==> src/rtl/core/atr_pkg.sv <==
package atr_pkg;

  localparam int unsigned PRICE_BITS   = 32;
  localparam int unsigned WINDOW_MAX   = 64;
  localparam int unsigned LEN_BITS     = 7;
  localparam int unsigned SLOT_BITS    = 6;
  localparam int unsigned SUM_BITS     = 38;
  localparam int unsigned FRAC_BITS    = 8;
  localparam int unsigned DIV_BITS     = SUM_BITS + FRAC_BITS;
  localparam int unsigned DIV_CNT_BITS = 6;
  localparam int unsigned AVG_BITS     = 40;
  localparam int unsigned PROD_BITS    = AVG_BITS + 7;

  localparam logic [LEN_BITS-1:0]     LEN_RESET = LEN_BITS'(14);
  localparam logic [LEN_BITS-1:0]     LEN_MAX   = LEN_BITS'(WINDOW_MAX);
  localparam logic [LEN_BITS-1:0]     LEN_MIN   = LEN_BITS'(1);
  localparam logic [DIV_CNT_BITS-1:0] CNT_LAST  = DIV_CNT_BITS'(DIV_BITS - 1);
  localparam logic [PROD_BITS-1:0]    PCT_SCALE = PROD_BITS'(100);

  typedef enum logic [1:0] {
    CLASS_LOW    = 2'd0,
    CLASS_MEDIUM = 2'd1,
    CLASS_HIGH   = 2'd2
  } vol_class_e;

endpackage

==> src/rtl/core/atr_ram.sv <==
module atr_ram #(
  parameter int unsigned WIDTH = 32,
  parameter int unsigned DEPTH = 64
) (
  input  logic                     clk_i,
  input  logic                     we_i,
  input  logic [$clog2(DEPTH)-1:0] waddr_i,
  input  logic [WIDTH-1:0]         wdata_i,
  input  logic [$clog2(DEPTH)-1:0] raddr_i,
  output logic [WIDTH-1:0]         rdata_o
);

  logic [WIDTH-1:0] mem_q [DEPTH];
  logic [WIDTH-1:0] rdata_q;

  always_ff @(posedge clk_i) begin
    if (we_i) begin
      mem_q[waddr_i] <= wdata_i;
    end
    rdata_q <= mem_q[raddr_i];
  end

  assign rdata_o = rdata_q;

endmodule

==> src/rtl/core/atr_div.sv <==
module atr_div
  import atr_pkg::*;
(
  input  logic                clk_i,
  input  logic                rst_ni,
  input  logic                start_i,
  input  logic [DIV_BITS-1:0] dividend_i,
  input  logic [LEN_BITS-1:0] divisor_i,
  output logic                done_o,
  output logic [DIV_BITS-1:0] quotient_o
);

  logic                    busy_q, busy_d;
  logic                    done_q, done_d;
  logic [DIV_CNT_BITS-1:0] cnt_q, cnt_d;
  logic [LEN_BITS-1:0]     rem_q, rem_d;
  logic [LEN_BITS-1:0]     div_q, div_d;
  logic [DIV_BITS-1:0]     quo_q, quo_d;
  logic [LEN_BITS:0]       shifted;
  logic [LEN_BITS:0]       diff;
  logic                    ge;

  assign shifted = {rem_q, quo_q[DIV_BITS-1]};
  assign ge      = shifted >= {1'b0, div_q};
  assign diff    = shifted - {1'b0, div_q};

  always_comb begin
    busy_d = busy_q;
    done_d = 1'b0;
    cnt_d  = cnt_q;
    rem_d  = rem_q;
    div_d  = div_q;
    quo_d  = quo_q;
    if (start_i) begin
      busy_d = 1'b1;
      cnt_d  = '0;
      rem_d  = '0;
      div_d  = divisor_i;
      quo_d  = dividend_i;
    end else if (busy_q) begin
      rem_d = ge ? diff[LEN_BITS-1:0] : shifted[LEN_BITS-1:0];
      quo_d = {quo_q[DIV_BITS-2:0], ge};
      cnt_d = cnt_q + DIV_CNT_BITS'(1);
      if (cnt_q == CNT_LAST) begin
        busy_d = 1'b0;
        done_d = 1'b1;
      end
    end
  end

  always_ff @(posedge clk_i or negedge rst_ni) begin
    if (!rst_ni) begin
      busy_q <= 1'b0;
      done_q <= 1'b0;
      cnt_q  <= '0;
    end else begin
      busy_q <= busy_d;
      done_q <= done_d;
      cnt_q  <= cnt_d;
    end
  end

  always_ff @(posedge clk_i) begin
    rem_q <= rem_d;
    div_q <= div_d;
    quo_q <= quo_d;
  end

  assign done_o     = done_q;
  assign quotient_o = quo_q;

endmodule

==> src/rtl/core/average_true_range_classifier.sv <==
// Each item runs ST_RANGE, ST_ACCUM, ST_DIV, ST_CLASS, ST_DONE; in ST_DIV the
// bit-serial divider yields 46 quotient bits, one a cycle, then its done.
// Only ST_IDLE takes items; before the window fills, ST_DIV and ST_CLASS are skipped.
// A finished result waits in the output register while the next item runs.
// Reset (rst_ni low, asynchronous): window length 14, sum, prior close,
// bar count and ring slot cleared; a length write sets length 1..64 and clears the rest.
module average_true_range_classifier
  import atr_pkg::*;
(
  input  logic                clk_i,
  input  logic                rst_ni,
  input  logic                cfg_we_i,
  input  logic [LEN_BITS-1:0] cfg_wdata_i,
  input  logic                s_axis_tvalid,
  output logic                s_axis_tready,
  // high_price [31:0], low_price [63:32], close_price [95:64]
  input  logic [95:0]         s_axis_tdata,
  output logic                m_axis_tvalid,
  input  logic                m_axis_tready,
  // range_average [39:0], volatility_class [41:40], zero [47:42]
  output logic [47:0]         m_axis_tdata,
  // average_valid [0]
  output logic                m_axis_tuser
);

  typedef enum logic [5:0] {
    ST_IDLE  = 6'b000001,
    ST_RANGE = 6'b000010,
    ST_ACCUM = 6'b000100,
    ST_DIV   = 6'b001000,
    ST_CLASS = 6'b010000,
    ST_DONE  = 6'b100000
  } state_e;

  state_e                state_q, state_d;
  logic [LEN_BITS-1:0]   len_q, len_d;
  logic [SUM_BITS-1:0]   sum_q, sum_d;
  logic [PRICE_BITS-1:0] prior_q, prior_d;
  logic [LEN_BITS-1:0]   bars_q, bars_d;
  logic [SLOT_BITS-1:0]  slot_q, slot_d;

  logic [PRICE_BITS-1:0] hi_q, hi_d;
  logic [PRICE_BITS-1:0] lo_q, lo_d;
  logic [PRICE_BITS-1:0] cl_q, cl_d;
  logic [PRICE_BITS-1:0] tr_q, tr_d;
  logic [AVG_BITS-1:0]   avg_q, avg_d;
  logic                  valid_q, valid_d;
  vol_class_e            cls_q, cls_d;

  logic                  m_tvalid_q, m_tvalid_d;
  logic [AVG_BITS-1:0]   m_avg_q, m_avg_d;
  logic                  m_valid_q, m_valid_d;
  vol_class_e            m_cls_q, m_cls_d;

  logic [PRICE_BITS-1:0] d_hl, d_hp, d_lp;
  logic [PRICE_BITS-1:0] ring_rdata;
  logic                  ring_we;
  logic                  div_start;
  logic                  div_done;
  logic [DIV_BITS-1:0]   div_quot;
  logic [SUM_BITS-1:0]   sum_next;
  logic [LEN_BITS-1:0]   bars_next;
  logic [LEN_BITS-1:0]   slot_inc;
  logic [LEN_BITS-1:0]   cfg_len;
  logic [PROD_BITS-1:0]  avg_pct;
  logic [PROD_BITS-1:0]  low_ref;
  logic [PROD_BITS-1:0]  high_ref;

  atr_ram #(
    .WIDTH(PRICE_BITS),
    .DEPTH(WINDOW_MAX)
  ) u_ring (
    .clk_i  (clk_i),
    .we_i   (ring_we),
    .waddr_i(slot_q),
    .wdata_i(tr_q),
    .raddr_i(slot_q),
    .rdata_o(ring_rdata)
  );

  atr_div u_div (
    .clk_i     (clk_i),
    .rst_ni    (rst_ni),
    .start_i   (div_start),
    .dividend_i({sum_next, FRAC_BITS'(0)}),
    .divisor_i (len_q),
    .done_o    (div_done),
    .quotient_o(div_quot)
  );

  assign d_hl = (hi_q >= lo_q) ? hi_q - lo_q : lo_q - hi_q;
  assign d_hp = (hi_q >= prior_q) ? hi_q - prior_q : prior_q - hi_q;
  assign d_lp = (lo_q >= prior_q) ? lo_q - prior_q : prior_q - lo_q;

  assign sum_next  = sum_q - ((bars_q >= len_q) ? SUM_BITS'(ring_rdata) : '0)
                     + SUM_BITS'(tr_q);
  assign bars_next = (bars_q >= len_q) ? len_q : bars_q + LEN_BITS'(1);
  assign slot_inc  = {1'b0, slot_q} + LEN_BITS'(1);

  assign cfg_len = (cfg_wdata_i == '0) ? LEN_MIN :
                   (cfg_wdata_i > LEN_MAX) ? LEN_MAX : cfg_wdata_i;

  assign avg_pct  = PROD_BITS'(avg_q) * PCT_SCALE;
  assign low_ref  = PROD_BITS'({cl_q, FRAC_BITS'(0)});
  assign high_ref = PROD_BITS'({cl_q, 9'd0}) + low_ref;

  assign ring_we   = (state_q == ST_ACCUM);
  assign div_start = (state_q == ST_ACCUM) && (bars_next >= len_q);

  always_comb begin
    state_d    = state_q;
    len_d      = len_q;
    sum_d      = sum_q;
    prior_d    = prior_q;
    bars_d     = bars_q;
    slot_d     = slot_q;
    hi_d       = hi_q;
    lo_d       = lo_q;
    cl_d       = cl_q;
    tr_d       = tr_q;
    avg_d      = avg_q;
    valid_d    = valid_q;
    cls_d      = cls_q;
    m_tvalid_d = m_tvalid_q && !m_axis_tready;
    m_avg_d    = m_avg_q;
    m_valid_d  = m_valid_q;
    m_cls_d    = m_cls_q;

    unique case (state_q)
      ST_IDLE: begin
        if (s_axis_tvalid) begin
          hi_d    = s_axis_tdata[31:0];
          lo_d    = s_axis_tdata[63:32];
          cl_d    = s_axis_tdata[95:64];
          state_d = ST_RANGE;
        end
      end
      ST_RANGE: begin
        tr_d = d_hl;
        if (bars_q != '0) begin
          if (d_hp > tr_d) tr_d = d_hp;
          if (d_lp > tr_d) tr_d = d_lp;
        end
        state_d = ST_ACCUM;
      end
      ST_ACCUM: begin
        sum_d   = sum_next;
        bars_d  = bars_next;
        slot_d  = (slot_inc >= len_q) ? '0 : slot_inc[SLOT_BITS-1:0];
        prior_d = cl_q;
        if (bars_next >= len_q) begin
          state_d = ST_DIV;
        end else begin
          avg_d   = '0;
          valid_d = 1'b0;
          cls_d   = CLASS_LOW;
          state_d = ST_DONE;
        end
      end
      ST_DIV: begin
        if (div_done) begin
          avg_d   = div_quot[AVG_BITS-1:0];
          state_d = ST_CLASS;
        end
      end
      ST_CLASS: begin
        valid_d = 1'b1;
        if (cl_q == '0) begin
          cls_d = CLASS_MEDIUM;
        end else if (avg_pct < low_ref) begin
          cls_d = CLASS_LOW;
        end else if (avg_pct > high_ref) begin
          cls_d = CLASS_HIGH;
        end else begin
          cls_d = CLASS_MEDIUM;
        end
        state_d = ST_DONE;
      end
      ST_DONE: begin
        if (!m_tvalid_q || m_axis_tready) begin
          m_tvalid_d = 1'b1;
          m_avg_d    = avg_q;
          m_valid_d  = valid_q;
          m_cls_d    = cls_q;
          state_d    = ST_IDLE;
        end
      end
      default: state_d = ST_IDLE;
    endcase

    if (cfg_we_i) begin
      len_d   = cfg_len;
      sum_d   = '0;
      prior_d = '0;
      bars_d  = '0;
      slot_d  = '0;
    end
  end

  always_ff @(posedge clk_i or negedge rst_ni) begin
    if (!rst_ni) begin
      state_q    <= ST_IDLE;
      len_q      <= LEN_RESET;
      sum_q      <= '0;
      prior_q    <= '0;
      bars_q     <= '0;
      slot_q     <= '0;
      m_tvalid_q <= 1'b0;
    end else begin
      state_q    <= state_d;
      len_q      <= len_d;
      sum_q      <= sum_d;
      prior_q    <= prior_d;
      bars_q     <= bars_d;
      slot_q     <= slot_d;
      m_tvalid_q <= m_tvalid_d;
    end
  end

  always_ff @(posedge clk_i) begin
    hi_q      <= hi_d;
    lo_q      <= lo_d;
    cl_q      <= cl_d;
    tr_q      <= tr_d;
    avg_q     <= avg_d;
    valid_q   <= valid_d;
    cls_q     <= cls_d;
    m_avg_q   <= m_avg_d;
    m_valid_q <= m_valid_d;
    m_cls_q   <= m_cls_d;
  end

  assign s_axis_tready = (state_q == ST_IDLE);
  assign m_axis_tvalid = m_tvalid_q;
  assign m_axis_tdata  = {6'd0, m_cls_q, m_avg_q};
  assign m_axis_tuser  = m_valid_q;

  assert property (@(posedge clk_i) disable iff (!rst_ni)
    bars_q <= len_q)
    else $error("bar count beyond window length");

  assert property (@(posedge clk_i) disable iff (!rst_ni)
    {1'b0, slot_q} < len_q)
    else $error("ring slot outside window");

  assert property (@(posedge clk_i) disable iff (!rst_ni)
    (bars_q == '0) |-> (sum_q == '0))
    else $error("window sum without bars");

  assert property (@(posedge clk_i) disable iff (!rst_ni)
    (m_axis_tvalid && !m_axis_tuser) |-> (m_axis_tdata[41:0] == '0))
    else $error("result before window full not cleared");

endmodule
==> config.mk <==
export PLATFORM = sky130hd
export DESIGN_NAME = average_true_range_classifier
export DESIGN_NICKNAME = d
export VERILOG_FILES = /design/src/rtl/core/atr_pkg.sv /design/src/rtl/core/atr_ram.sv /design/src/rtl/core/atr_div.sv /design/src/rtl/core/average_true_range_classifier.sv
export SDC_FILE = /design/constraint.sdc
export NUM_CORES = 2
export LEC_CHECK = 0
export BUFFER_PORTS_ARGS = -buffer_cell sky130_fd_sc_hd__buf_2
export CAP_MARGIN = 15
export CORE_MARGIN = 10
export CORE_UTILIZATION = 45
export DETAILED_ROUTE_END_ITERATION = 12
export GPL_TIMING_DRIVEN = 0
export PLACE_DENSITY = 0.6
export SLEW_MARGIN = 20
export SYNTH_ARGS = -nofsm -noshare
export SYNTH_HDL_FRONTEND = slang
export SYNTH_SLANG_ARGS = --single-unit
==> constraint.sdc <==
create_clock -name clk_i -period 17.64 [get_ports clk_i]
set_clock_uncertainty 0.1 [all_clocks]
set_input_delay 0.882 -clock clk_i [delete_from_list [all_inputs] [get_ports clk_i]]
set_output_delay 0.882 -clock clk_i [all_outputs]
set_load 0.02 [all_outputs]
==> qor.txt <==
status = complete, no violations
via count = 82000
final wirelength = 455000 µm
highest net fanout along the worst path = 10
DP Wirelength = 327000 µm
Fin. Hold Viols = 0
Setup crit start kind = register
number of port buffers = 152
WP data arrival = 12.12 ns
Clk network pwr share = 0.288
logic gate share of total power = 0.333
Die W = 518 µm
max_cap viols = 0
final non-filler cell total = 12400
Data required, critical path = 18.09 ns
Final TNS setup = 0 ns
pwr dens = 145 nW/µm²
Total Die Area = 268000 µm²
Clock Pin Slew Worst Setup and Hold Paths = 0.06 ns
mux cell area share after synthesis = 0.00753
fin area = 131000 µm²
Routed Antenna Nets = 0
Core ar. = 246000 µm²
sw frac = 0.354
die span in y = 518 µm
Multi-input gate area = 35700 µm²
number of remaining DRC errors = 0
Compound-Gate Fraction of Synth Area = 0.156
sequential power share = 0.379
placed inst area = 123000 µm²
Crit Path Class = register to register
Overall Power = 0.0190 W
endpoint class of the critical path = register
Synth warnings = 0
RSZ-0062 raised after global routing = false
WL/cell = 36.7 µm
number of distinct library cells after synthesis = 101
flip-flop and latch area = 72800 µm²
relative slew slack = 0.0965
cell count after synthesis = 8168
Post-Syn Area = 112000 µm²
hold crit path type = primary input to register
Setup Fix Bufs, Post-CTS = 0
Clock Tree Buf Depth = 4
CTS tree = done
worst setup margin = 5.98 ns
I/O pins = 159
Post-synth EDFFs = 2307
adder-cell share of the synthesized area = 0.0764
post-synthesis simple-gate area fraction = 0.0573
pre-CTS setup slack = 6.11 ns
layout cells sized above 1 = 0.127
internal power = 0.0123 W
CP max stage delay = 0.79 ns
most common cell after layout, fill and taps aside = edfxtp_1
LEAKAGE = 47.0 nW
number of global-route vias before repair = 76600
Num Clock Sinks = 2459
CP max-delay cell = nor4_1
main combinational cell family by area after synthesis = compound AO/OA/AOI/OAI gates
Layout Area Growth over Synthesis = 17.5%
worst skew pair latency = 0.92 ns
row count = 182
CTS root buf = clkbuf_16
CTS Buf Count = 272
Fmax achieved = 85.7 MHz
Pins Over Slew Limit = 0
gr ovfl total = 0
DRT Pass-1 Iters = 7
worst-margin pin slew = 1.36 ns
Main synth FF type = edfxtp_1
Psw = 0.00673 W
Final setup viols = 0
CTS H-Tree Depth = 5
Final min period = 11.66 ns
placed insts = 11900
Synth Area in XOR/XNOR = 0.0159
Mean Syn Cell Area = 13.7 µm²
Yosys reg bits = 2459
total track usage = 0.323
vias per cell = 6.61
fill count = 20400
DRT iter0 DRCs = 14100
sequential area share after synthesis = 0.653
initial antenna violation count = 36
effective utilization at floorplan = 0.453
global-route wire length before repair = 614000 µm
fin nets = 9617
ys async rst share = 0.0427
fin crit share = 0.661
most frequent cells in the layout = edfxtp_1, a22oi_1, ha_1
largest net degree at the start of global routing = 75
Placer Congestion = 0.962
Max IR drop VDD = 0.141 mV
-- cell usage after synthesis, types with 101 or more instances --
cell type  instances  area [µm²]
a21o_1           165        1240
ha_1             562        7030
a21oi_1          517        2590
xnor2_1          115        1010
a22o_1           208        1820
nand2_1          307        1150
dfrtp_1          101        2530
clkbuf_1         305        1140
edfxtp_1        2307       69300
nand3_1          134         671
o21ai_0          240        1200
a31oi_1          219        1370
a22oi_1          623        4680
inv_1            549        2060
a221oi_1         210        1840
nor2_1           319        1200
nand4_1          122         763
-- registers in the layout (all words and copies together) (netlist names), 7 cells and up --
register and cells:
bars_q 7, hi_q 32, sum_q 38, cl_q 32, u_div.div_q 7, u_div.rem_q 7
avg_q 40, u_ring.mem_q 2048, m_avg_q 40, tr_q 32, len_q 7, u_ring.rdata_o 32
u_div.quotient_o 46, lo_q 32, prior_q 32
-- what timing repair did --
item,in CTS,in global routing
hold buffers,1,0
gates resized for setup,0,0
hold endpoints to repair,31,0
-- worst max-delay path: cells and delay by family (launching register included) --
| kind | cells | cell delay [ns] |
|---|---|---|
| compound gates | 12 | 2.81 |
| xor+xnor | 1 | 0.65 |
| fa+ha+maj | 3 | 0.88 |
| buf+inv | 5 | 1.68 |
| flops | 1 | 0.51 |
| mux | 3 | 0.81 |
| simple gates | 12 | 3.90 |
-- power by group through the flow --
| stage | Clock, W | Sequential (W) | Combinational, W |
|---|---|---|---|
| after floorplan | 0 | 0.00734 | 0.00377 |
| after global placement | 0 | 0.00776 | 0.00537 |
| after detailed placement | 0 | 0.00731 | 0.00611 |
| after CTS | 0.00546 | 0.00720 | 0.00616 |
| after global routing | 0.00568 | 0.00722 | 0.00681 |
| final | 0.00548 | 0.00720 | 0.00632 |
-- layout make-up --
type,count,share of cell area
multi-input cells,4736,0.272
flip-flops and latches,2459,0.555
well taps,3312,0.0316
repair buffers,425,0.0470
plain buffers,426,0.0143
clock buffers,332,0.0547
clock inverters,133,0.00863
diodes,27,0.000515
inverters,552,0.0158
-- cells by family after synthesis --
logic type,Yosys count
xor+xnor,203
other cells,1
compound gates,2521
simple gates,1288
mux,81
flops,2459
buf+inv,978
fa+ha+maj,637
-- final timing paths --
| kind | endpoint | slack (ns) | cells after the start | from |
|---|---|---|---|---|
| worst max register to register | tr_q[7] | 5.98 | 36 | lo_q[23] |
| max in group asynchronous | prior_q[11] | 16.21 | 3 | rst_ni |
| min in group asynchronous | sum_q[17] | 0.43 | 2 | rst_ni |
| worst min-delay path | hi_q[31] | 0.12 | 1 | s_axis_tdata[31] |
| worst max-delay path | tr_q[7] | 5.98 | 36 | lo_q[23] |
| worst min register to register | m_axis_tuser | 0.35 | 0 | valid_q |
-- per-layer routing --
layer	global-route usage	share of wire	routed length (µm)
met5	0.0128	0.0020	898
met4	0.192	0.076	34800
met3	0.124	0.14	65400
met2	0.473	0.42	191000
met1	0.407	0.36	163000
-- metrics by stage --
step                utilization  hold WS [ns]
floorplan                     -         0.300
global placement          0.473         0.331
detailed placement        0.498         0.333
CTS                       0.532        0.0837
global route              0.532        0.0980
finish                    0.532         0.120
Power figures use the tool's default switching activity.
